$ cat src/hw/rtl/pend_pkg.sv
// Shared constants, types and saturation helper for the pendulum integrator.
package pend_pkg;

  localparam int StateW    = 32;
  localparam int InnerW    = 56;
  localparam int SumW      = InnerW + 3;
  localparam int WideW     = 64;
  localparam int MulDigitW = 4;
  localparam int MulSteps  = 32 / MulDigitW;
  localparam int MulCntW   = $clog2(MulSteps);
  localparam int DivSteps  = WideW;
  localparam int DivCntW   = $clog2(DivSteps);

  localparam logic [WideW-1:0]   ProdLimit    = 64'h4000_0000_0000_0000;
  localparam logic [3:0]         DivSix       = 4'd6;
  localparam logic [31:0]        TimeStepRst  = 32'd429497;
  localparam logic [30:0]        OmegaSqRst   = 31'd164584489;
  localparam logic signed [31:0] InitAngleRst = 32'sd1677722;
  localparam logic               MethodRst    = 1'b1;

  typedef enum logic [1:0] {
    SH_24,
    SH_32,
    SH_33
  } shift_t;

  typedef struct packed {
    logic signed [WideW-1:0] res;
    logic [WideW-2:0]        mag;
    logic                    neg;
    logic                    clip;
  } mul_res_t;

  typedef struct packed {
    logic                    clip;
    logic signed [WideW-1:0] val;
  } sat_t;

  function automatic sat_t sat_to(input logic signed [WideW-1:0] v, input int bits);
    logic signed [WideW-1:0] hi;
    logic signed [WideW-1:0] lo;
    sat_t r;
    hi = (64'sd1 <<< (bits - 1)) - 64'sd1;
    lo = -hi - 64'sd1;
    r.clip = 1'b1;
    if (v > hi) begin
      r.val = hi;
    end else if (v < lo) begin
      r.val = lo;
    end else begin
      r.val = v;
      r.clip = 1'b0;
    end
    return r;
  endfunction

  localparam sat_t AngleRstSat = sat_to(64'(InitAngleRst), StateW);

endpackage

$ cat src/hw/rtl/pend_mul.sv
// Digit-serial signed-by-unsigned multiplier with floored shift and product clamp.
module pend_mul (
  input  logic                              clk,
  input  logic                              rst_n,
  input  logic                              start,
  input  logic signed [pend_pkg::WideW-1:0] a,
  input  logic [31:0]                       b,
  input  pend_pkg::shift_t                  sh,
  output logic                              done,
  output pend_pkg::mul_res_t                res
);

  typedef enum logic [1:0] {
    M_IDLE,
    M_RUN,
    M_FIN1,
    M_FIN2
  } mstate_t;

  localparam int PpW = pend_pkg::WideW + pend_pkg::MulDigitW;
  localparam int QW  = pend_pkg::WideW + 1;

  mstate_t                         state_r;
  logic [pend_pkg::WideW-1:0]      m_r;
  logic [31:0]                     b_r;
  logic [pend_pkg::WideW-1:0]      acc_r;
  logic [31:0]                     lo_r;
  logic                            neg_r;
  pend_pkg::shift_t                sh_r;
  logic [pend_pkg::MulCntW-1:0]    cnt_r;
  logic [QW-1:0]                   q_r;
  logic                            clip_r;
  logic                            done_r;
  pend_pkg::mul_res_t              res_r;

  logic [PpW-1:0]                  pp;
  logic [QW-1:0]                   qraw;
  logic [QW-1:0]                   qinc;
  logic                            rem;
  logic                            ovf;
  logic                            big;
  logic [pend_pkg::WideW-2:0]      magv;

  assign pp = {pend_pkg::MulDigitW'(0), acc_r}
            + (PpW'(m_r) * PpW'(b_r[pend_pkg::MulDigitW-1:0]));

  always_comb begin
    ovf = 1'b0;
    case (sh_r)
      pend_pkg::SH_24: begin
        ovf  = |acc_r[63:54];
        qraw = {3'b0, acc_r[53:0], lo_r[31:24]};
        rem  = |lo_r[23:0];
      end
      pend_pkg::SH_33: begin
        qraw = {2'b0, acc_r[63:1]};
        rem  = (|lo_r) | acc_r[0];
      end
      default: begin
        qraw = {1'b0, acc_r};
        rem  = |lo_r;
      end
    endcase
    qinc = qraw + QW'(rem & neg_r);
  end

  assign big  = q_r > QW'(pend_pkg::ProdLimit);
  assign magv = big ? pend_pkg::ProdLimit[pend_pkg::WideW-2:0] : q_r[pend_pkg::WideW-2:0];

  always_ff @(posedge clk) begin
    if (!rst_n) begin
      state_r <= M_IDLE;
      done_r  <= 1'b0;
    end else begin
      done_r <= 1'b0;
      unique case (state_r)
        M_IDLE: begin
          if (start) begin
            neg_r   <= a[pend_pkg::WideW-1];
            m_r     <= a[pend_pkg::WideW-1] ? -a : a;
            b_r     <= b;
            sh_r    <= sh;
            acc_r   <= '0;
            lo_r    <= '0;
            cnt_r   <= '0;
            state_r <= M_RUN;
          end
        end
        M_RUN: begin
          acc_r <= pp[PpW-1:pend_pkg::MulDigitW];
          lo_r  <= {pp[pend_pkg::MulDigitW-1:0], lo_r[31:pend_pkg::MulDigitW]};
          b_r   <= b_r >> pend_pkg::MulDigitW;
          cnt_r <= cnt_r + 1'b1;
          if (cnt_r == pend_pkg::MulCntW'(pend_pkg::MulSteps - 1)) begin
            state_r <= M_FIN1;
          end
        end
        M_FIN1: begin
          q_r     <= ovf ? QW'(pend_pkg::ProdLimit) : qinc;
          clip_r  <= ovf;
          state_r <= M_FIN2;
        end
        M_FIN2: begin
          res_r.mag  <= magv;
          res_r.neg  <= neg_r;
          res_r.clip <= clip_r | big;
          res_r.res  <= neg_r ? -{1'b0, magv} : {1'b0, magv};
          done_r     <= 1'b1;
          state_r    <= M_IDLE;
        end
        default: state_r <= M_IDLE;
      endcase
    end
  end

  assign done = done_r;
  assign res  = res_r;

endmodule

$ cat src/hw/rtl/pend_div6.sv
// Bit-serial floor division of a signed magnitude by six.
module pend_div6 (
  input  logic                              clk,
  input  logic                              rst_n,
  input  logic                              start,
  input  logic [pend_pkg::WideW-2:0]        mag,
  input  logic                              neg,
  output logic                              done,
  output logic signed [pend_pkg::WideW-1:0] quo
);

  typedef enum logic [1:0] {
    D_IDLE,
    D_RUN,
    D_FIN
  } dstate_t;

  dstate_t                           state_r;
  logic [pend_pkg::WideW-1:0]        n_r;
  logic [2:0]                        r_r;
  logic [pend_pkg::DivCntW-1:0]      cnt_r;
  logic                              neg_r;
  logic                              done_r;
  logic signed [pend_pkg::WideW-1:0] quo_r;

  logic [3:0] t;
  logic       ge;
  logic [3:0] tsub;

  assign t    = {r_r, n_r[pend_pkg::WideW-1]};
  assign ge   = t >= pend_pkg::DivSix;
  assign tsub = t - pend_pkg::DivSix;

  always_ff @(posedge clk) begin
    if (!rst_n) begin
      state_r <= D_IDLE;
      done_r  <= 1'b0;
    end else begin
      done_r <= 1'b0;
      unique case (state_r)
        D_IDLE: begin
          if (start) begin
            // negative values round toward minus infinity
            n_r     <= {1'b0, mag} + (neg ? 64'd5 : 64'd0);
            neg_r   <= neg;
            r_r     <= '0;
            cnt_r   <= '0;
            state_r <= D_RUN;
          end
        end
        D_RUN: begin
          r_r   <= ge ? tsub[2:0] : t[2:0];
          n_r   <= {n_r[pend_pkg::WideW-2:0], ge};
          cnt_r <= cnt_r + 1'b1;
          if (cnt_r == pend_pkg::DivCntW'(pend_pkg::DivSteps - 1)) begin
            state_r <= D_FIN;
          end
        end
        D_FIN: begin
          quo_r   <= neg_r ? -n_r : n_r;
          done_r  <= 1'b1;
          state_r <= D_IDLE;
        end
        default: state_r <= D_IDLE;
      endcase
    end
  end

  assign done = done_r;
  assign quo  = quo_r;

endmodule

$ cat src/hw/rtl/pendulum_rk4_euler_integrator.sv
// Top level: linearized pendulum integrator, Euler or RK4, step sequencer.
//
//   channel  handshake              payload
//   in       in_valid / in_ready    in_restart
//   out      out_valid / out_ready  out_angle, out_angular_velocity, out_saturated
//   cfg      cfg_valid / cfg_ready  cfg_index, cfg_data
//
// An RK4 step makes twelve passes through the 4-bit-digit multiplier and two
// bit-serial divides by six. One word is in flight at a time; a new word
// is taken while the previous result waits in the output register.
// Reset is synchronous; cfg_ready is always high.
module pendulum_rk4_euler_integrator (
  input  logic               clk,
  input  logic               rst_n,
  input  logic               in_valid,
  output logic               in_ready,
  input  logic               in_restart,
  output logic               out_valid,
  input  logic               out_ready,
  output logic signed [31:0] out_angle,
  output logic signed [31:0] out_angular_velocity,
  output logic               out_saturated,
  input  logic               cfg_valid,
  output logic               cfg_ready,
  input  logic [1:0]         cfg_index,
  input  logic [31:0]        cfg_data
);

  typedef enum logic [2:0] {
    T_IDLE,
    T_ISSUE,
    T_WAIT,
    T_SUM,
    T_DIV,
    T_DONE
  } tstate_t;

  typedef enum logic [2:0] {
    OP_ACC,
    OP_XS,
    OP_VS,
    OP_FA,
    OP_FV,
    OP_EA,
    OP_EV
  } op_t;

  typedef enum logic [1:0] {
    CFG_TIME_STEP,
    CFG_OMEGA_SQ,
    CFG_INIT_ANGLE,
    CFG_METHOD
  } cfg_idx_t;

  localparam logic METHOD_EULER = 1'b0;

  localparam int SW = pend_pkg::StateW;
  localparam int IW = pend_pkg::InnerW;
  localparam int UW = pend_pkg::SumW;
  localparam int WW = pend_pkg::WideW;

  tstate_t               state_r;
  op_t                   op_r;
  logic [31:0]           time_step_r;
  logic [30:0]           omega_sq_r;
  logic signed [31:0]    init_angle_r;
  logic                  method_r;
  logic signed [SW-1:0]  x_r;
  logic signed [SW-1:0]  v_r;
  logic signed [SW-1:0]  nx_r;
  logic signed [IW-1:0]  sx_r;
  logic signed [IW-1:0]  sv_r;
  logic signed [IW-1:0]  kv_r;
  logic signed [UW-1:0]  suma_r;
  logic signed [UW-1:0]  sumv_r;
  logic [1:0]            st_r;
  logic                  flag_r;
  logic                  out_valid_r;
  logic signed [31:0]    out_angle_r;
  logic signed [31:0]    out_vel_r;
  logic                  out_sat_r;

  logic                  mul_start;
  logic signed [WW-1:0]  mul_a;
  logic [31:0]           mul_b;
  pend_pkg::shift_t      mul_sh;
  logic                  mul_done;
  pend_pkg::mul_res_t    mul_res;
  logic                  div_start;
  logic                  div_done;
  logic signed [WW-1:0]  div_quo;

  logic signed [WW-1:0]  add_src;
  logic signed [WW-1:0]  x_sum;
  logic signed [WW-1:0]  v_sum;
  pend_pkg::sat_t        xi;
  pend_pkg::sat_t        vi;
  pend_pkg::sat_t        xs;
  pend_pkg::sat_t        vs;
  pend_pkg::sat_t        ki;
  pend_pkg::sat_t        rs;
  logic                  post_clip;
  logic                  w2;

  always_comb begin
    mul_b  = time_step_r;
    mul_sh = pend_pkg::SH_32;
    case (op_r)
      OP_ACC: begin
        mul_a  = -WW'(sx_r);
        mul_b  = {1'b0, omega_sq_r};
        mul_sh = pend_pkg::SH_24;
      end
      OP_XS: begin
        mul_a  = WW'(sv_r);
        mul_sh = (st_r < 2'd2) ? pend_pkg::SH_33 : pend_pkg::SH_32;
      end
      OP_VS: begin
        mul_a  = WW'(kv_r);
        mul_sh = (st_r < 2'd2) ? pend_pkg::SH_33 : pend_pkg::SH_32;
      end
      OP_FA:   mul_a = WW'(suma_r);
      OP_FV:   mul_a = WW'(sumv_r);
      OP_EA:   mul_a = WW'(v_r);
      OP_EV:   mul_a = WW'(kv_r);
      default: mul_a = '0;
    endcase
  end

  assign mul_start = state_r == T_ISSUE;
  assign div_start = (state_r == T_WAIT) && mul_done && ((op_r == OP_FA) || (op_r == OP_FV));

  assign add_src = (state_r == T_DIV) ? div_quo : mul_res.res;
  assign x_sum   = WW'(x_r) + add_src;
  assign v_sum   = WW'(v_r) + add_src;
  assign xi      = pend_pkg::sat_to(x_sum, IW);
  assign vi      = pend_pkg::sat_to(v_sum, IW);
  assign xs      = pend_pkg::sat_to(x_sum, SW);
  assign vs      = pend_pkg::sat_to(v_sum, SW);
  assign ki      = pend_pkg::sat_to(mul_res.res, IW);
  assign rs      = pend_pkg::sat_to(WW'(init_angle_r), SW);
  assign w2      = (st_r == 2'd1) || (st_r == 2'd2);

  always_comb begin
    case (op_r)
      OP_ACC:  post_clip = ki.clip;
      OP_XS:   post_clip = xi.clip;
      OP_VS:   post_clip = vi.clip;
      OP_EA:   post_clip = xs.clip;
      OP_EV:   post_clip = vs.clip;
      default: post_clip = 1'b0;
    endcase
  end

  pend_mul u_mul (
    .clk   (clk),
    .rst_n (rst_n),
    .start (mul_start),
    .a     (mul_a),
    .b     (mul_b),
    .sh    (mul_sh),
    .done  (mul_done),
    .res   (mul_res)
  );

  pend_div6 u_div6 (
    .clk   (clk),
    .rst_n (rst_n),
    .start (div_start),
    .mag   (mul_res.mag),
    .neg   (mul_res.neg),
    .done  (div_done),
    .quo   (div_quo)
  );

  always_ff @(posedge clk) begin
    if (!rst_n) begin
      state_r      <= T_IDLE;
      op_r         <= OP_ACC;
      out_valid_r  <= 1'b0;
      time_step_r  <= pend_pkg::TimeStepRst;
      omega_sq_r   <= pend_pkg::OmegaSqRst;
      init_angle_r <= pend_pkg::InitAngleRst;
      method_r     <= pend_pkg::MethodRst;
      x_r          <= pend_pkg::AngleRstSat.val[SW-1:0];
      v_r          <= '0;
    end else begin
      if (cfg_valid) begin
        unique case (cfg_idx_t'(cfg_index))
          CFG_TIME_STEP:  time_step_r  <= cfg_data;
          CFG_OMEGA_SQ:   omega_sq_r   <= cfg_data[30:0];
          CFG_INIT_ANGLE: init_angle_r <= cfg_data;
          CFG_METHOD:     method_r     <= cfg_data[0];
          default: ;
        endcase
      end

      // a word loaded in T_DONE keeps the output valid
      if (out_valid_r && out_ready && (state_r != T_DONE)) begin
        out_valid_r <= 1'b0;
      end

      unique case (state_r)
        T_IDLE: begin
          if (in_valid) begin
            sx_r   <= IW'(x_r);
            sv_r   <= IW'(v_r);
            suma_r <= '0;
            sumv_r <= '0;
            st_r   <= '0;
            op_r   <= OP_ACC;
            if (in_restart) begin
              x_r     <= rs.val[SW-1:0];
              v_r     <= '0;
              flag_r  <= rs.clip;
              state_r <= T_DONE;
            end else begin
              flag_r  <= 1'b0;
              state_r <= T_ISSUE;
            end
          end
        end
        T_ISSUE: state_r <= T_WAIT;
        T_WAIT: begin
          if (mul_done) begin
            flag_r <= flag_r | mul_res.clip | post_clip;
            case (op_r)
              OP_ACC: begin
                kv_r    <= ki.val[IW-1:0];
                state_r <= T_SUM;
              end
              OP_XS: begin
                sx_r    <= xi.val[IW-1:0];
                op_r    <= OP_VS;
                state_r <= T_ISSUE;
              end
              OP_VS: begin
                sv_r    <= vi.val[IW-1:0];
                st_r    <= st_r + 1'b1;
                op_r    <= OP_ACC;
                state_r <= T_ISSUE;
              end
              OP_EA: begin
                nx_r    <= xs.val[SW-1:0];
                op_r    <= OP_EV;
                state_r <= T_ISSUE;
              end
              OP_EV: begin
                v_r     <= vs.val[SW-1:0];
                x_r     <= nx_r;
                state_r <= T_DONE;
              end
              default: state_r <= T_DIV;
            endcase
          end
        end
        T_SUM: begin
          // RK4 weights 1, 2, 2, 1
          suma_r <= suma_r + (w2 ? (UW'(sv_r) <<< 1) : UW'(sv_r));
          sumv_r <= sumv_r + (w2 ? (UW'(kv_r) <<< 1) : UW'(kv_r));
          if (method_r == METHOD_EULER) begin
            op_r <= OP_EA;
          end else if (st_r == 2'd3) begin
            op_r <= OP_FA;
          end else begin
            op_r <= OP_XS;
          end
          state_r <= T_ISSUE;
        end
        T_DIV: begin
          if (div_done) begin
            if (op_r == OP_FA) begin
              nx_r    <= xs.val[SW-1:0];
              flag_r  <= flag_r | xs.clip;
              op_r    <= OP_FV;
              state_r <= T_ISSUE;
            end else begin
              v_r     <= vs.val[SW-1:0];
              x_r     <= nx_r;
              flag_r  <= flag_r | vs.clip;
              state_r <= T_DONE;
            end
          end
        end
        T_DONE: begin
          if (!out_valid_r || out_ready) begin
            out_angle_r <= 32'(x_r);
            out_vel_r   <= 32'(v_r);
            out_sat_r   <= flag_r;
            out_valid_r <= 1'b1;
            state_r     <= T_IDLE;
          end
        end
        default: state_r <= T_IDLE;
      endcase
    end
  end

  assign in_ready             = state_r == T_IDLE;
  assign cfg_ready            = 1'b1;
  assign out_valid            = out_valid_r;
  assign out_angle            = out_angle_r;
  assign out_angular_velocity = out_vel_r;
  assign out_saturated        = out_sat_r;

endmodule
$ cat config.mk
export PLATFORM = sky130hd
export DESIGN_NAME = pendulum_rk4_euler_integrator
export DESIGN_NICKNAME = d
export VERILOG_FILES = /design/src/hw/rtl/pend_pkg.sv /design/src/hw/rtl/pend_mul.sv /design/src/hw/rtl/pend_div6.sv /design/src/hw/rtl/pendulum_rk4_euler_integrator.sv
export SDC_FILE = /design/constraint.sdc
export NUM_CORES = 2
export LEC_CHECK = 0
export BUFFER_PORTS_ARGS = -buffer_cell sky130_fd_sc_hd__buf_2
export CAP_MARGIN = 10
export CORE_ASPECT_RATIO = 0.5
export CORE_MARGIN = 1
export CORE_UTILIZATION = 50
export DETAILED_ROUTE_END_ITERATION = 10
export PLACE_DENSITY = 0.7
export SYNTH_ARGS = -nofsm -noshare
export SYNTH_HDL_FRONTEND = slang
export SYNTH_SLANG_ARGS = --single-unit
$ cat constraint.sdc
create_clock -name clk -period 20.6 [get_ports clk]
set_clock_uncertainty 0.05 [all_clocks]
set_input_delay 2.06 -clock clk [delete_from_list [all_inputs] [get_ports clk]]
set_output_delay 2.06 -clock clk [all_outputs]
set_load 0.01 [all_outputs]
Word-level counts from Yosys, hierarchy flattened
Cells that the tools add are included.
- shift operators: 0
- multiply operators: 1
- eq/ne operators: 42
- bitwise operators: 7
- mux-type cells: 121
- add/subtract/negate cells: 15
- order comparisons: 15
- reductions and logical operators: 50
- div/mod/pow operators: 0
- operator list (operator ; count):
    32-bit two-way mux ; 25
    56-bit two-way mux ; 13
    64-bit case mux with 2 select lines ; 3
    64-bit case mux with 6 select lines ; 1
    64-bit two-way mux ; 4
    59-bit case mux with 2 select lines ; 2
    56-bit case mux with 2 select lines ; 2
    64-bit by 56-bit > comparator with 1-bit output (second input constant) ; 3
    64-bit by 56-bit < comparator with 1-bit output (second input constant) ; 3
    32-bit case mux with 2 select lines ; 3
    32-bit case mux with 3 select lines ; 2
    63-bit two-way mux ; 3
    32-bit by 64-bit adder with 64-bit output ; 2
    64-bit by 32-bit > comparator with 1-bit output (second input constant) ; 2
    64-bit by 32-bit < comparator with 1-bit output (second input constant) ; 2
    64-bit negation ; 2
    59-bit by 57-bit adder with 59-bit output ; 2
    64-bit by 68-bit adder with 68-bit output ; 1
    64-bit by 4-bit multiplier with 68-bit output ; 1
    64-bit by 65-bit adder with 65-bit output ; 1
    65-bit by 63-bit > comparator with 1-bit output (second input constant) ; 1
    63-bit by 64-bit adder with 64-bit output ; 1
    56-bit negation with 64-bit output ; 1
    63-bit negation with 64-bit output ; 1
    other kinds (54) ; 170
- input port bits: 40
- bits in writable memories: 0
- register bits: 1090
- bits in latches: 0
- bits in read-only memories: 0
- word-level logic and storage cells: 295
- output and inout bits: 68
- memories kept: 0

Logic depth before layout (Yosys ltp)
- word-level depth: 10
- gate-level depth with buffers: 28
- depth with buffers taken out: 21

Modules after synthesis
A second synthesis with hierarchy kept.
- cells, all modules: 8581
- area total of the unflattened synthesis: 78865.6 µm²
- by module, submodules not included (module ; seq. area each (µm²) ; area an instance (µm²) ; instances ; cells an instance):
    pendulum_rk4_euler_integrator ; 14934.3 ; 41074.4 ; 1 ; 4891
    pend_mul ; 11831.3 ; 29867.4 ; 1 ; 2955
    pend_div6 ; 4204.0 ; 7923.8 ; 1 ; 735

Least setup slack after synthesis
OpenSTA, ideal clock, no wires.
- kind: input to register
- start point: input rst_n
- end point: register suma_r[0], enable pin
- stages on the path: 4
- slack: 11.657 ns
- arrival time: 8.259 ns
- buffers on the path: 2
- setup time: 0.634 ns
- path through: clkbuf_1 inv_2 clkbuf_1 a21oi_1
- word-level cells in the longest chain between the ends: 1
- RTL lines (what ; line ; text):
    start, declared ; pendulum_rk4_euler_integrator.sv:14 ; input logic rst_n,
    3-bit AND reduction (no source line) ; - ;
    end signal, assigned ; pendulum_rk4_euler_integrator.sv:259 ; suma_r <= suma_r + (w2 ? (UW'(sv_r) <<< 1) : UW'(sv_r));
    end, declared ; pendulum_rk4_euler_integrator.sv:74 ; logic signed [UW-1:0] suma_r;
Every way passes these cells.
A chain may end at the register's enable or synchronous reset.

Worst setup path in the final report
- start point: register state_r[2]
- end point: register flag_r, data pin
- word-level cells in the longest chain between the ends: 10
- elaborated cells on any way between the ends: 30
- those cells by class: 2 x add/sub; 8 x order compare; 2 x eq/ne; 14 x mux; 3 x bitwise; 1 x reduce/logical
- RTL lines (what ; line ; text):
    start, declared ; pendulum_rk4_euler_integrator.sv:62 ; tstate_t state_r;
    start signal, assigned ; pendulum_rk4_euler_integrator.sv:178 ; state_r <= T_IDLE;
    start signal, assigned ; pendulum_rk4_euler_integrator.sv:216 ; state_r <= T_DONE;
    start signal, assigned ; pendulum_rk4_euler_integrator.sv:219 ; state_r <= T_ISSUE;
    3-bit == test ; pendulum_rk4_euler_integrator.sv:133, pendulum_rk4_euler_integrator.sv:203 ;
    64-bit two-way mux ; pendulum_rk4_euler_integrator.sv:133 ; assign add_src = (state_r == T_DIV) ? div_quo : mul_res.res;
    32-bit by 64-bit adder with 64-bit output (on tied branches) ; pendulum_rk4_euler_integrator.sv:135, pendulum_rk4_euler_integrator.sv:134 ;
    64-bit by 32-bit < comparator with 1-bit output or 64-bit by 56-bit < comparator with 1-bit output (tied branches) ; pend_pkg.sv:48 ; end else if (v < lo) begin
    1-bit two-way mux ; pend_pkg.sv:48 ;
    1-bit two-way mux ; pend_pkg.sv:46 ; if (v > hi) begin
    1-bit case mux with 5 select lines, or another cell as far along ; pendulum_rk4_euler_integrator.sv:145 ; case (op_r)
    1-bit OR or 1-bit two-way mux (tied branches) ; pendulum_rk4_euler_integrator.sv:226, pendulum_rk4_euler_integrator.sv:272 ;
    1-bit two-way mux (on tied branches) ; pendulum_rk4_euler_integrator.sv:225, pendulum_rk4_euler_integrator.sv:271 ;
    1-bit case mux with 3 select lines (*) ; pendulum_rk4_euler_integrator.sv:203 ; unique case (state_r)
    end signal, assigned ; pendulum_rk4_euler_integrator.sv:215 ; flag_r <= rs.clip;
    end signal, assigned ; pendulum_rk4_euler_integrator.sv:226 ; flag_r <= flag_r | mul_res.clip | post_clip;
    end signal, assigned ; pendulum_rk4_euler_integrator.sv:274 ; flag_r <= flag_r | xs.clip;
    end, declared ; pendulum_rk4_euler_integrator.sv:77 ; logic flag_r;
Every way passes the cells marked *; elsewhere a longest branch is shown, timed or not. The select of a mux whose other input is x is not followed.

==> reports/summary.txt <==
met1 Track Usage GR: 51.2%
# rows: 100
synthesized area: 76400 um^2
Crit. End Element: register
gr usage total: 34.4%
routability cong.: 1.08
period utilisation layout: 37.8%
most used cell, CP: a21oi_1
cell taking the most area after synthesis: edfxtp_1
top cells by count, synth: nand2_1, edfxtp_1, a21oi_1
Layout Nets: 8624
min-delay src: init_angle_r[30]
GRT busiest layer: met1
io pins: 108
WHS: 0.404 ns
final core area utilization: 55.0%
Hold Path Depth: 2
Vias per Instance: 6.29
vias in the first global route: 58.9k
RSZ-0062 raised after global routing: no
CTS Hold Bufs: 0
DRC viols: 0
Cell variety after synth: 104
Least-Margin Pin Slew: 1.39 ns
Starting Density: 50.9%
root buf cell: clkbuf_16
Post-CTS Resized: 0
die width: 555 um
RR Endpoint: flag_r
Die ar.: 154000 um^2
GR Overflow Total: 0
CTS tree: built
post-route minimum period: 7.78 ns
Final Hold Fails: 0
number of synthesized flops with an enable pin: 916
first-pass GRT wire length: 394000 um
Req. time, crit path: 21.07 ns
port bufs: 106
flop-to-flop setup slack: 12.82 ns
initial antenna violation count: 16
ys flop type: edfxtp_1
max-slew violations: 0
Power Total: 13.4 mW
Setup Buffers After CTS: 0
Routed Antenna Nets: 0
Setup TNS: 0 ns
Pre-antenna DRT Iters: 7
Max-cap violations: 0
Vias: 63.8k
Final setup viols: 0
clk sink count: 1089
cells along the critical path: clkinv_1 > nor3_2 > buf_4 > buf_4 > nand2_1 > nand2_1 > ha_1 > a21oi_1 > o21ai_0 > a21oi_1 > o211ai_1 > a21oi_1 > o21ai_0 > xnor2_1 > and3_1 > nand4_1 > or4_1 > nor4_1 > and4bb_2 > o32ai_1 > a221o_1
CP peak stage delay: 0.72 ns
met3 GRT Util: 10.6%
Slew headroom: 7.39%
largest net degree at the start of global routing: 117
DP Wirelength: 211000 um
Startpoint Class: register
Skew-Pair Late Insertion Delay: 0.76 ns
PwrDens: 162 nW/um^2
crit path kind: register to register
Arrival @ worst endpoint: 8.25 ns
sequential cell area fraction in the yosys report: 40.6%
Syn Area/Cell: 9.36 um^2
Hold Path Sink: x_r[30]
met2 usage: 47.7%
clock-pin slew on the worst setup and hold paths: 0.09 ns
layout cells sized above 1: 8.22%
status: complete, no violations
Seq cells post-synth: 1089
CTS Buf Count: 104
Layout area overhead: 8.14%
Synth top area share: 36.0%
asr flop ratio synth: 0%
routed wire length: 270000 um
slowest CP cell: and4bb_2
core region area: 150000 um^2
H-tree levels: 3
count leader, synth: nand2_1
Die Ht: 278 um
Synth Instances: 8162
initial DRC count: 7915
average wire per standard cell: 26.6 um
Lkg Pwr: 31.9 nW
CP Max Fanout: 51
fmax: 129 MHz
synth top area cells: edfxtp_1, nand2_1, ha_1
worst r2r path cells: 21
Clock Path Buffers: 3
VDD IR max: 0.000139 V
Synthesis Warnings: 0
HP Class: register to register
reg-to-reg startpoint: state_r[2]
-- routing by layer --
metal	vias to the layer above	share of wire, %	routed length (um)
met5	-	0.0078	21
met4	4	2.9	7740
met3	409	12	33100
met2	2933	40	107000
met1	31300	45	121000
li1	29200	-	-
-- worst max-delay path: cells and delay by family, from the launching register on --
family          cells  cell delay [ns]
fa+ha+maj           1             0.36
flops               1             0.50
simple gates        8             2.22
buf+inv             3             1.16
xor+xnor            1             0.51
compound gates      8             2.66
-- cell usage in the layout (no fill, tap or decap), types with 191 or more instances in the layout --
master	synthesis	final
a21o_1	231	231
inv_1	256	255
xnor2_1	342	342
nand2_1	1262	1258
o21ai_0	473	467
nor2_1	612	605
and2_1	269	267
a21oi_1	615	608
xor2_1	253	253
fa_1	191	191
edfxtp_1	916	916
ha_1	335	333
-- worst max-delay path by stage --
stage | from | endpoint
after CTS | state_r[2] | v_r[4]
after global placement | state_r[2] | flag_r
after detailed placement | state_r[2] | v_r[4]
final | state_r[2] | flag_r
after global routing | state_r[2] | nx_r[1]
after floorplan | rst_n | suma_r[0]
-- cell families after synthesis --
group / Yosys count / synth area share, %
other: 2 / 0.00983
adders and majority gates: 526 / 10.5
AOI/OAI and AO/OA: 1998 / 16.6
buffers and inverters: 687 / 3.49
and+or+nand+nor: 3015 / 18.5
DFF: 1089 / 40.6
xor gates and xnor gates: 595 / 6.82
muxes: 250 / 3.50
-- metrics by stage --
step | setup slack, ns | instances | cell area (um^2)
after floorplan | 11.66 | 8164 | 76400
after global placement | 13.17 | 9939 | 78900
after detailed placement | 12.91 | 9939 | 78900
after CTS | 12.87 | 10100 | 82500
after global routing | 12.52 | 10100 | 82600
final | 12.82 | 10100 | 82600
-- state kept, by name, summed over array words and instances (netlist names), 32 cells and up --
register              count
sv_r                     56
u_mul.lo_r               32
u_mul.b_r                32
u_mul.q_r                65
out_angle                32
u_mul.acc_r              64
x_r                      32
v_r                      32
kv_r                     56
u_div6.n_r               64
suma_r                   59
init_angle_r             32
u_div6.quo               64
out_angular_velocity     32
sumv_r                   59
u_mul.m_r                64
sx_r                     56
u_mul.res               128
time_step_r              32
nx_r                     32
-- cell type report --
type / instances / area [um^2]
clock inverter: 78 / 848
sequential: 1089 / 31000
inverter: 260 / 976
multi-input combinational: 6388 / 43100
fill: 13400 / 67600
clock buffer: 118 / 2780
timing repair buffer: 215 / 1360
tap: 1989 / 2490
antenna: 3 / 7.51
-- power breakdown --
| part | total [mW] | leakage (nW) | internal [mW] | switching (mW) |
|---|---|---|---|---|
| sequential | 3.26 | 9.83 | 2.90 | 0.366 |
| combinational | 8.02 | 20.3 | 2.91 | 5.11 |
| clock | 2.09 | 1.79 | 1.14 | 0.952 |
No activity file was read; power rests on OpenSTA's default activity.
